## config.mk

```make
export PLATFORM = sky130hd
export DESIGN_NAME = centered_moving_average_excl_center
export DESIGN_NICKNAME = d
export VERILOG_FILES = /design/src/hdl/cmae_pkg.sv /design/src/hdl/cmae_ctrl.sv /design/src/hdl/cmae_dpath.sv /design/src/hdl/centered_moving_average_excl_center.sv
export SDC_FILE = /design/constraint.sdc
export NUM_CORES = 2
export LEC_CHECK = 0
export BUFFER_PORTS_ARGS = -buffer_cell sky130_fd_sc_hd__buf_4
export CAP_MARGIN = 20
export CELL_PAD_IN_SITES_DETAIL_PLACEMENT = 1
export CELL_PAD_IN_SITES_GLOBAL_PLACEMENT = 1
export CORE_UTILIZATION = 53
export CTS_CLUSTER_SIZE = 20
export DETAILED_ROUTE_END_ITERATION = 10
export PLACE_DENSITY = 0.79
export SYNTH_ARGS = -nofsm -noshare
export SYNTH_HDL_FRONTEND = slang
export SYNTH_SLANG_ARGS = --single-unit
```

## constraint.sdc

```tcl
create_clock -name clock -period 9.9 [get_ports clock]
set_input_delay 0.99 -clock clock [delete_from_list [all_inputs] [get_ports clock]]
set_output_delay 0.99 -clock clock [all_outputs]
set_load 0.1 [all_outputs]
```

## src/hdl/cmae_pkg.sv

```systemverilog
// Shared constants, command/status types and reciprocal table for the moving average.
package cmae_pkg;

   localparam int HALF_WINDOW = 5;
   localparam int SAMPLE_BITS = 16;
   localparam int WIN_DEPTH   = 2 * HALF_WINDOW + 1;
   localparam int SEEN_BITS   = $clog2(WIN_DEPTH + 1);
   localparam int BACK_BITS   = $clog2(HALF_WINDOW + 1);
   localparam int DIV_BITS    = $clog2(2 * HALF_WINDOW + 1);
   localparam int SUM_BITS    = SAMPLE_BITS + $clog2(2 * HALF_WINDOW);
   localparam int RECIP_SHIFT = 24;
   localparam int RECIP_BITS  = RECIP_SHIFT + 1;
   localparam int PROD_BITS   = SUM_BITS + RECIP_BITS;

   typedef struct packed {
      logic                 shift;
      logic                 load_sum;
      logic                 load_prod;
      logic                 load_out;
      logic                 last;
      logic [BACK_BITS-1:0] back;
      logic [SEEN_BITS-1:0] avail;
   } cmd_type;

   typedef struct packed {
      logic out_free;
   } status_type;

   function automatic logic [RECIP_BITS-1:0] recip(input logic [DIV_BITS-1:0] d);
      logic [RECIP_BITS-1:0] r;
      case (d)
         4'd1:    r = 25'd16777216;
         4'd2:    r = 25'd8388608;
         4'd3:    r = 25'd5592406;
         4'd4:    r = 25'd4194304;
         4'd5:    r = 25'd3355444;
         4'd6:    r = 25'd2796203;
         4'd7:    r = 25'd2396746;
         4'd8:    r = 25'd2097152;
         4'd9:    r = 25'd1864136;
         4'd10:   r = 25'd1677722;
         default: r = '0;
      endcase
      return r;
   endfunction

endpackage

```

## src/hdl/cmae_ctrl.sv

```systemverilog
// Controller: frame position tracking and result sequencing.
module cmae_ctrl (
   input  logic                clock,
   input  logic                reset,
   input  logic                req_tvalid,
   input  logic                req_tlast,
   output logic                req_tready,
   input  cmae_pkg::status_type status,
   output cmae_pkg::cmd_type    cmd
);

   typedef enum logic [1:0] {ST_IDLE, ST_SUM, ST_MUL, ST_PUT} state_type;

   state_type                          state_ff, state_in;
   logic [cmae_pkg::SEEN_BITS-1:0]     seen_ff, seen_in;
   logic [cmae_pkg::SEEN_BITS-1:0]     avail_ff, avail_in;
   logic [cmae_pkg::BACK_BITS-1:0]     back_ff, back_in;
   logic                               flush_ff, flush_in;
   logic [cmae_pkg::SEEN_BITS-1:0]     seen_new;
   logic [cmae_pkg::SEEN_BITS-1:0]     first;

   localparam logic [cmae_pkg::SEEN_BITS-1:0] DEPTH_S =
      cmae_pkg::SEEN_BITS'(cmae_pkg::WIN_DEPTH);
   localparam logic [cmae_pkg::SEEN_BITS-1:0] HALF_S =
      cmae_pkg::SEEN_BITS'(cmae_pkg::HALF_WINDOW);

   always_comb begin
      state_in   = state_ff;
      seen_in    = seen_ff;
      avail_in   = avail_ff;
      back_in    = back_ff;
      flush_in   = flush_ff;
      req_tready = 1'b0;
      cmd        = '0;
      cmd.back   = back_ff;
      cmd.avail  = avail_ff;
      seen_new   = (seen_ff < DEPTH_S) ? seen_ff + 1'b1 : seen_ff;
      first      = seen_new - 1'b1;
      case (state_ff)
         ST_IDLE: begin
            req_tready = 1'b1;
            if (req_tvalid) begin
               cmd.shift = 1'b1;
               avail_in  = seen_new;
               if (req_tlast) begin
                  flush_in = 1'b1;
                  seen_in  = '0;
                  back_in  = (first > HALF_S) ? cmae_pkg::BACK_BITS'(cmae_pkg::HALF_WINDOW)
                                              : first[cmae_pkg::BACK_BITS-1:0];
                  state_in = ST_SUM;
               end else begin
                  flush_in = 1'b0;
                  seen_in  = seen_new;
                  back_in  = cmae_pkg::BACK_BITS'(cmae_pkg::HALF_WINDOW);
                  if (seen_new > HALF_S) begin
                     state_in = ST_SUM;
                  end
               end
            end
         end
         ST_SUM: begin
            cmd.load_sum = 1'b1;
            state_in     = ST_MUL;
         end
         ST_MUL: begin
            cmd.load_prod = 1'b1;
            state_in      = ST_PUT;
         end
         ST_PUT: begin
            if (status.out_free) begin
               cmd.load_out = 1'b1;
               cmd.last     = flush_ff && (back_ff == '0);
               if (flush_ff && (back_ff != '0)) begin
                  back_in  = back_ff - 1'b1;
                  state_in = ST_SUM;
               end else begin
                  state_in = ST_IDLE;
               end
            end
         end
         default: state_in = ST_IDLE;
      endcase
   end

   always_ff @(posedge clock) begin
      if (reset) begin
         state_ff <= ST_IDLE;
         seen_ff  <= '0;
         avail_ff <= '0;
         back_ff  <= '0;
         flush_ff <= 1'b0;
      end else begin
         state_ff <= state_in;
         seen_ff  <= seen_in;
         avail_ff <= avail_in;
         back_ff  <= back_in;
         flush_ff <= flush_in;
      end
   end

endmodule

```

## src/hdl/cmae_dpath.sv

```systemverilog
// Datapath: sample window, masked neighbour sum, reciprocal divide and result register.
module cmae_dpath (
   input  logic                                clock,
   input  logic                                reset,
   input  logic [cmae_pkg::SAMPLE_BITS-1:0]    sample,
   input  cmae_pkg::cmd_type                   cmd,
   output cmae_pkg::status_type                status,
   output logic [cmae_pkg::SAMPLE_BITS-1:0]    average,
   output logic                                last_result,
   output logic                                no_neighbours,
   output logic                                out_valid,
   input  logic                                out_ready
);

   localparam int PAD = 12;

   logic [cmae_pkg::SAMPLE_BITS-1:0] win_ff [cmae_pkg::WIN_DEPTH];
   logic [cmae_pkg::SUM_BITS-1:0]    term [PAD];
   logic [cmae_pkg::SUM_BITS-1:0]    lvl1 [PAD/2];
   logic [cmae_pkg::SUM_BITS-1:0]    lvl2 [PAD/4];
   logic [cmae_pkg::SUM_BITS-1:0]    sum_total;
   logic [cmae_pkg::SEEN_BITS-1:0]   lefts, nl, back_w;
   logic [cmae_pkg::DIV_BITS-1:0]    div_now;
   logic [cmae_pkg::SUM_BITS-1:0]    sum_ff;
   logic [cmae_pkg::DIV_BITS-1:0]    div_ff;
   logic [cmae_pkg::PROD_BITS-1:0]   prod_ff;
   logic                             nn_ff;
   logic                             nn2_ff;
   logic [cmae_pkg::SAMPLE_BITS-1:0] avg_ff;
   logic                             last_ff;
   logic                             nno_ff;
   logic                             valid_ff, valid_in;

   localparam logic [cmae_pkg::SEEN_BITS-1:0] HALF_S =
      cmae_pkg::SEEN_BITS'(cmae_pkg::HALF_WINDOW);

   always_comb begin
      back_w  = cmae_pkg::SEEN_BITS'(cmd.back);
      lefts   = cmd.avail - 1'b1 - back_w;
      nl      = (lefts > HALF_S) ? HALF_S : lefts;
      div_now = cmae_pkg::DIV_BITS'(nl + back_w);
      for (int j = 0; j < PAD; j++) begin
         term[j] = '0;
         if (j < cmae_pkg::WIN_DEPTH) begin
            if ((cmae_pkg::SEEN_BITS'(j) < back_w) ||
                ((cmae_pkg::SEEN_BITS'(j) > back_w) &&
                 (cmae_pkg::SEEN_BITS'(j) <= back_w + nl))) begin
               term[j] = cmae_pkg::SUM_BITS'(win_ff[j]);
            end
         end
      end
      for (int i = 0; i < PAD/2; i++) begin
         lvl1[i] = term[2*i] + term[2*i+1];
      end
      for (int i = 0; i < PAD/4; i++) begin
         lvl2[i] = lvl1[2*i] + lvl1[2*i+1];
      end
      sum_total = lvl2[0] + lvl2[1] + lvl2[2];
   end

   assign status.out_free = !valid_ff || out_ready;

   always_comb begin
      valid_in = valid_ff;
      if (cmd.load_out) begin
         valid_in = 1'b1;
      end else if (out_ready) begin
         valid_in = 1'b0;
      end
   end

   always_ff @(posedge clock) begin
      if (cmd.shift) begin
         win_ff[0] <= sample;
         for (int k = 1; k < cmae_pkg::WIN_DEPTH; k++) begin
            win_ff[k] <= win_ff[k-1];
         end
      end
      if (cmd.load_sum) begin
         sum_ff <= sum_total;
         div_ff <= div_now;
         nn_ff  <= (div_now == '0);
      end
      if (cmd.load_prod) begin
         prod_ff <= cmae_pkg::PROD_BITS'(sum_ff) *
                    cmae_pkg::PROD_BITS'(cmae_pkg::recip(div_ff));
         nn2_ff  <= nn_ff;
      end
      if (cmd.load_out) begin
         avg_ff  <= prod_ff[cmae_pkg::RECIP_SHIFT +: cmae_pkg::SAMPLE_BITS];
         last_ff <= cmd.last;
         nno_ff  <= nn2_ff;
      end
   end

   always_ff @(posedge clock) begin
      if (reset) begin
         valid_ff <= 1'b0;
      end else begin
         valid_ff <= valid_in;
      end
   end

   assign average       = avg_ff;
   assign last_result   = last_ff;
   assign no_neighbours = nno_ff;
   assign out_valid     = valid_ff;

endmodule

```

## src/hdl/centered_moving_average_excl_center.sv

```systemverilog
// Result path: an accepted beat that yields a result is summed in SUM, multiplied in MUL and
// loaded in PUT, where rsp_tvalid rises; each further flushed result repeats SUM, MUL and PUT.
// A beat that yields a result holds off the next beat until that result is loaded; beats are
// accepted one per cycle while a frame has not yet filled half a window plus one. A frame-end
// beat holds the block until its pending results, up to 6, are loaded; output stalls hold PUT.
// Reset clears the controller, frame position and output valid; window contents are not cleared.
module centered_moving_average_excl_center (
   input  logic        clock,
   input  logic        reset,
   input  logic        req_tvalid,
   output logic        req_tready,
   input  logic [15:0] req_tdata,   // [15:0] sample
   input  logic        req_tlast,   // frame_end
   output logic        rsp_tvalid,
   input  logic        rsp_tready,
   output logic [15:0] rsp_tdata,   // [15:0] average
   output logic        rsp_tlast,   // last_result
   output logic [0:0]  rsp_tuser    // [0] no_neighbours
);

   cmae_pkg::cmd_type    cmd;
   cmae_pkg::status_type status;
   logic                 nn;

   cmae_ctrl u_ctrl (
      .clock      (clock),
      .reset      (reset),
      .req_tvalid (req_tvalid),
      .req_tlast  (req_tlast),
      .req_tready (req_tready),
      .status     (status),
      .cmd        (cmd)
   );

   cmae_dpath u_dpath (
      .clock         (clock),
      .reset         (reset),
      .sample        (req_tdata[cmae_pkg::SAMPLE_BITS-1:0]),
      .cmd           (cmd),
      .status        (status),
      .average       (rsp_tdata),
      .last_result   (rsp_tlast),
      .no_neighbours (nn),
      .out_valid     (rsp_tvalid),
      .out_ready     (rsp_tready)
   );

   assign rsp_tuser[0] = nn;

   a_nn_zero: assert property (@(posedge clock) disable iff (reset)
      rsp_tvalid && rsp_tuser[0] |-> (rsp_tdata == '0) && rsp_tlast)
      else $error("single-sample result not zero or not last");

   a_load_free: assert property (@(posedge clock) disable iff (reset)
      cmd.load_out |-> status.out_free)
      else $error("result loaded over an untaken beat");

   a_ready_quiet: assert property (@(posedge clock) disable iff (reset)
      req_tready |-> !cmd.load_sum && !cmd.load_prod && !cmd.load_out)
      else $error("input ready while a result is in progress");

   a_reset_empty: assert property (@(posedge clock)
      reset |=> !rsp_tvalid)
      else $error("result valid after reset");

endmodule

```

==> flow_summary.toml <==
[synth]
synth_most_common_cell = "inv_1"
syn_avg_cell_area_um2 = 10.8
ys_ff_latch = 271
synthArstFlopShare_pct = 0
synth_edf_count = 236
yosysUniqueCellTypes = 77
syn-num-nets = 3357
synth_seq_area_share_pct = 27.4
netlist_area_mm2 = 0.0284
yosysTopAreaCell = "fa_1"
synthCells = 2636
yosysWarnings = 0
yosys-top-cells-area = "fa_1 35%, edfxtp_1 25%, ha_1 8.9%"
synth_common_cells = "558 x inv_1, 499 x fa_1, 338 x nand2_1"
synth_top_area_share_pct = 35.2
yosys_most_used_dff = "edfxtp_1"

[clock_tree]
cts_sinks = 271
insertion_delay_ns = 0.56
cts_max_path_buffers = 3
cts_hold_buf = 0
cts_tree = "yes"
htree_levels = 1
clkTransAtPathRegs_ns = 0.06
numCtsBuffers = 28
cts-root-buf = "clkbuf_16"

[global_routing]
grt_pass1_wl_um = 117000
grt_use_total_pct = 28.5
antenna_found_initial = 1
top_usage_layer = "met2"
grt_max_degree = 110
grt-ovfl-total = 0
grtUsageMet2_pct = 51.9
first_global_vias = 21400
use_met1_pct = 34.9
met3_usage_pct = 2.93

[floorplan]
die_x_um = 234
design.core.area_mm2 = 0.0528
start_util_pct = 53.9
row_count = 84
ioPinCount = 41
die_h_um = 234
dieArea_mm2 = 0.0545

[worst_setup_path]
slowest_stage = "fa_1"
worstSetupStartpointType = "register"
criticalPathCategory = "register to register"
r2r_setup_slack_ns = 0.46
path_max_fanout = 16
cp.depth = 37
critical_path_arrival_ns = 9.85
crit_top_cell = "fa_1"
slowest_delay_ns = 0.55
worstReg2RegEnd = "u_dpath.sum_ff[18]"
cp.required_ns = 10.31
cp-end-kind = "register"
crit_end = "u_dpath.sum_ff[18]"
cp-startpoint = "u_ctrl.back_ff[0]"
crit_family = "adder cells"
r2r_cells = 37
reg2reg_from = "u_ctrl.back_ff[0]"
crit_buf_inv = 6

[drt]
post_drt_wl_per_cell_um = 22.2
wl_um = 74500
vias = 18500
drt-initial-drc-count = 1040
firstDrtPassIters = 5
avgViaCountPerCell = 5.50
postRouteAntennaNets = 0
drc = 0

[layout]
drive_above_1_share_pct = 5.62
diodes = 0
syn_to_final_growth_pct = 7.26
seq_area_mm2 = 0.00779
fin_cells = 3359
fill_cells = 5610
layout.nets = 3370
multiInputGateArea_mm2 = 0.0182

[sta]
min_period_ns = 9.44
final_max_slew_viol_count = 0
tightest_slew_ns = 1.17
hold-worst-slack_ns = 0.414
setup_violations = 0
layout_setup_ws_ns = 0.463
fmax_ghz = 0.106
clock_skew_ns = 0.0152
hold_viol_final = 0
fin_crit_sh_pct = 95.3
maxSlewHeadroom_pct = 22.2
setup_tns_ns = 0

[status]
outcome = "finished, final reports clean"

[placement]
dp.cells = 3303
gp_congestion = 0.906
portBuffers = 40
dp_slack_ns = 0.155
dpl.hpwl_um = 58000

[flow_run]
drv_cap = 0

[min_path]
min_path_type = "register to register"
per-layer routing:
| metal | part of all wire, % | up-vias |
|---|---|---|
| li1 | - | 8092 |
| met1 | 39 | 9743 |
| met2 | 53 | 485 |
| met3 | 4.4 | 142 |
| met4 | 3.7 | 2 |
| met5 | 0.013 | - |
layout make-up:
type                    instances  share of cell area [%]
clock buffers                  36                    2.47
multi-input cells            1714                    59.6
inverters                     560                    6.93
well taps                     688                    2.82
clock inverters                16                   0.620
repair buffers                 74                    1.97
flip-flops and latches        271                    25.6
worst min path at each step:
stage / from / to / slack, ns / depth (start not counted)
finish: u_dpath.prod_ff[32] / u_dpath.average[8] / 0.41 / 0
global placement: u_dpath.prod_ff[33] / u_dpath.average[9] / 0.41 / 0
detailed placement: u_dpath.prod_ff[32] / u_dpath.average[8] / 0.41 / 0
CTS: u_dpath.prod_ff[32] / u_dpath.average[8] / 0.42 / 0
global route: u_dpath.prod_ff[32] / u_dpath.average[8] / 0.42 / 0
floorplan: u_dpath.prod_ff[24] / u_dpath.average[0] / 0.40 / 0
timing repair:
action / 4_1_cts / 5_1_grt
setup buffers: 0 / 2
endpoints found under the setup margin: 0 / 10
resized for setup: 0 / 10
placed cells by master, fill, tap and decap left out, drive strengths merged, types with 34 or more instances in the layout:
cell type	n
inv	559
fa	499
nand2	339
and2	253
edfxtp	236
ha	201
buf	74
a21oi	59
nor2	57
xnor2	51
nor2b	42
clkbuf	36
dfxtp	35
o21ai	34
metrics by stage:
step	instance area, um^2	util [%]
4_1_cts	30400	57.6
6_report	30500	57.8
2_1_floorplan	28400	-
3_5_place_dp	29400	55.8
5_1_grt	30500	57.8
3_3_place_gp	29400	55.8
worst reg2reg max path: cells and delay by family (launching register included):
kind | cells | cell delay (ns)
DFF | 1 | 0.43
and+or+nand+nor | 7 | 1.49
xor gates and xnor gates | 3 | 0.71
adders and majority gates | 9 | 3.84
AOI/OAI and AO/OA | 12 | 2.16
buffers and inverters | 6 | 0.66
logic make-up (layout without fill, tap and decap cells):
family | Yosys count | in the layout | synth area share [%]
compound gates | 182 | 182 | 4.43
xor+xnor | 69 | 69 | 2.15
simple gates | 756 | 756 | 13.0
fa+ha+maj | 700 | 700 | 44.0
buf+inv | 651 | 686 | 8.72
mux | 7 | 7 | 0.251
flops | 271 | 271 | 27.4
flip-flops by register name (all words and copies together) (netlist names), named ones only:
signal	count
u_dpath.div_ff	4
u_ctrl.back_ff	3
u_dpath.nn2_ff	1
u_dpath.last_result	1
u_ctrl.flush_ff	1
u_dpath.no_neighbours	1
u_ctrl.state_ff	2
u_dpath.average	16
u_dpath.win_ff	176
u_ctrl.seen_ff	4
u_dpath.nn_ff	1
u_dpath.out_valid	1
u_dpath.prod_ff	16
u_ctrl.avail_ff	4
u_dpath.sum_ff	20
Power is not shown: default switching activity piles up to over one toggle a cycle in this logic, so the estimate is an artifact.
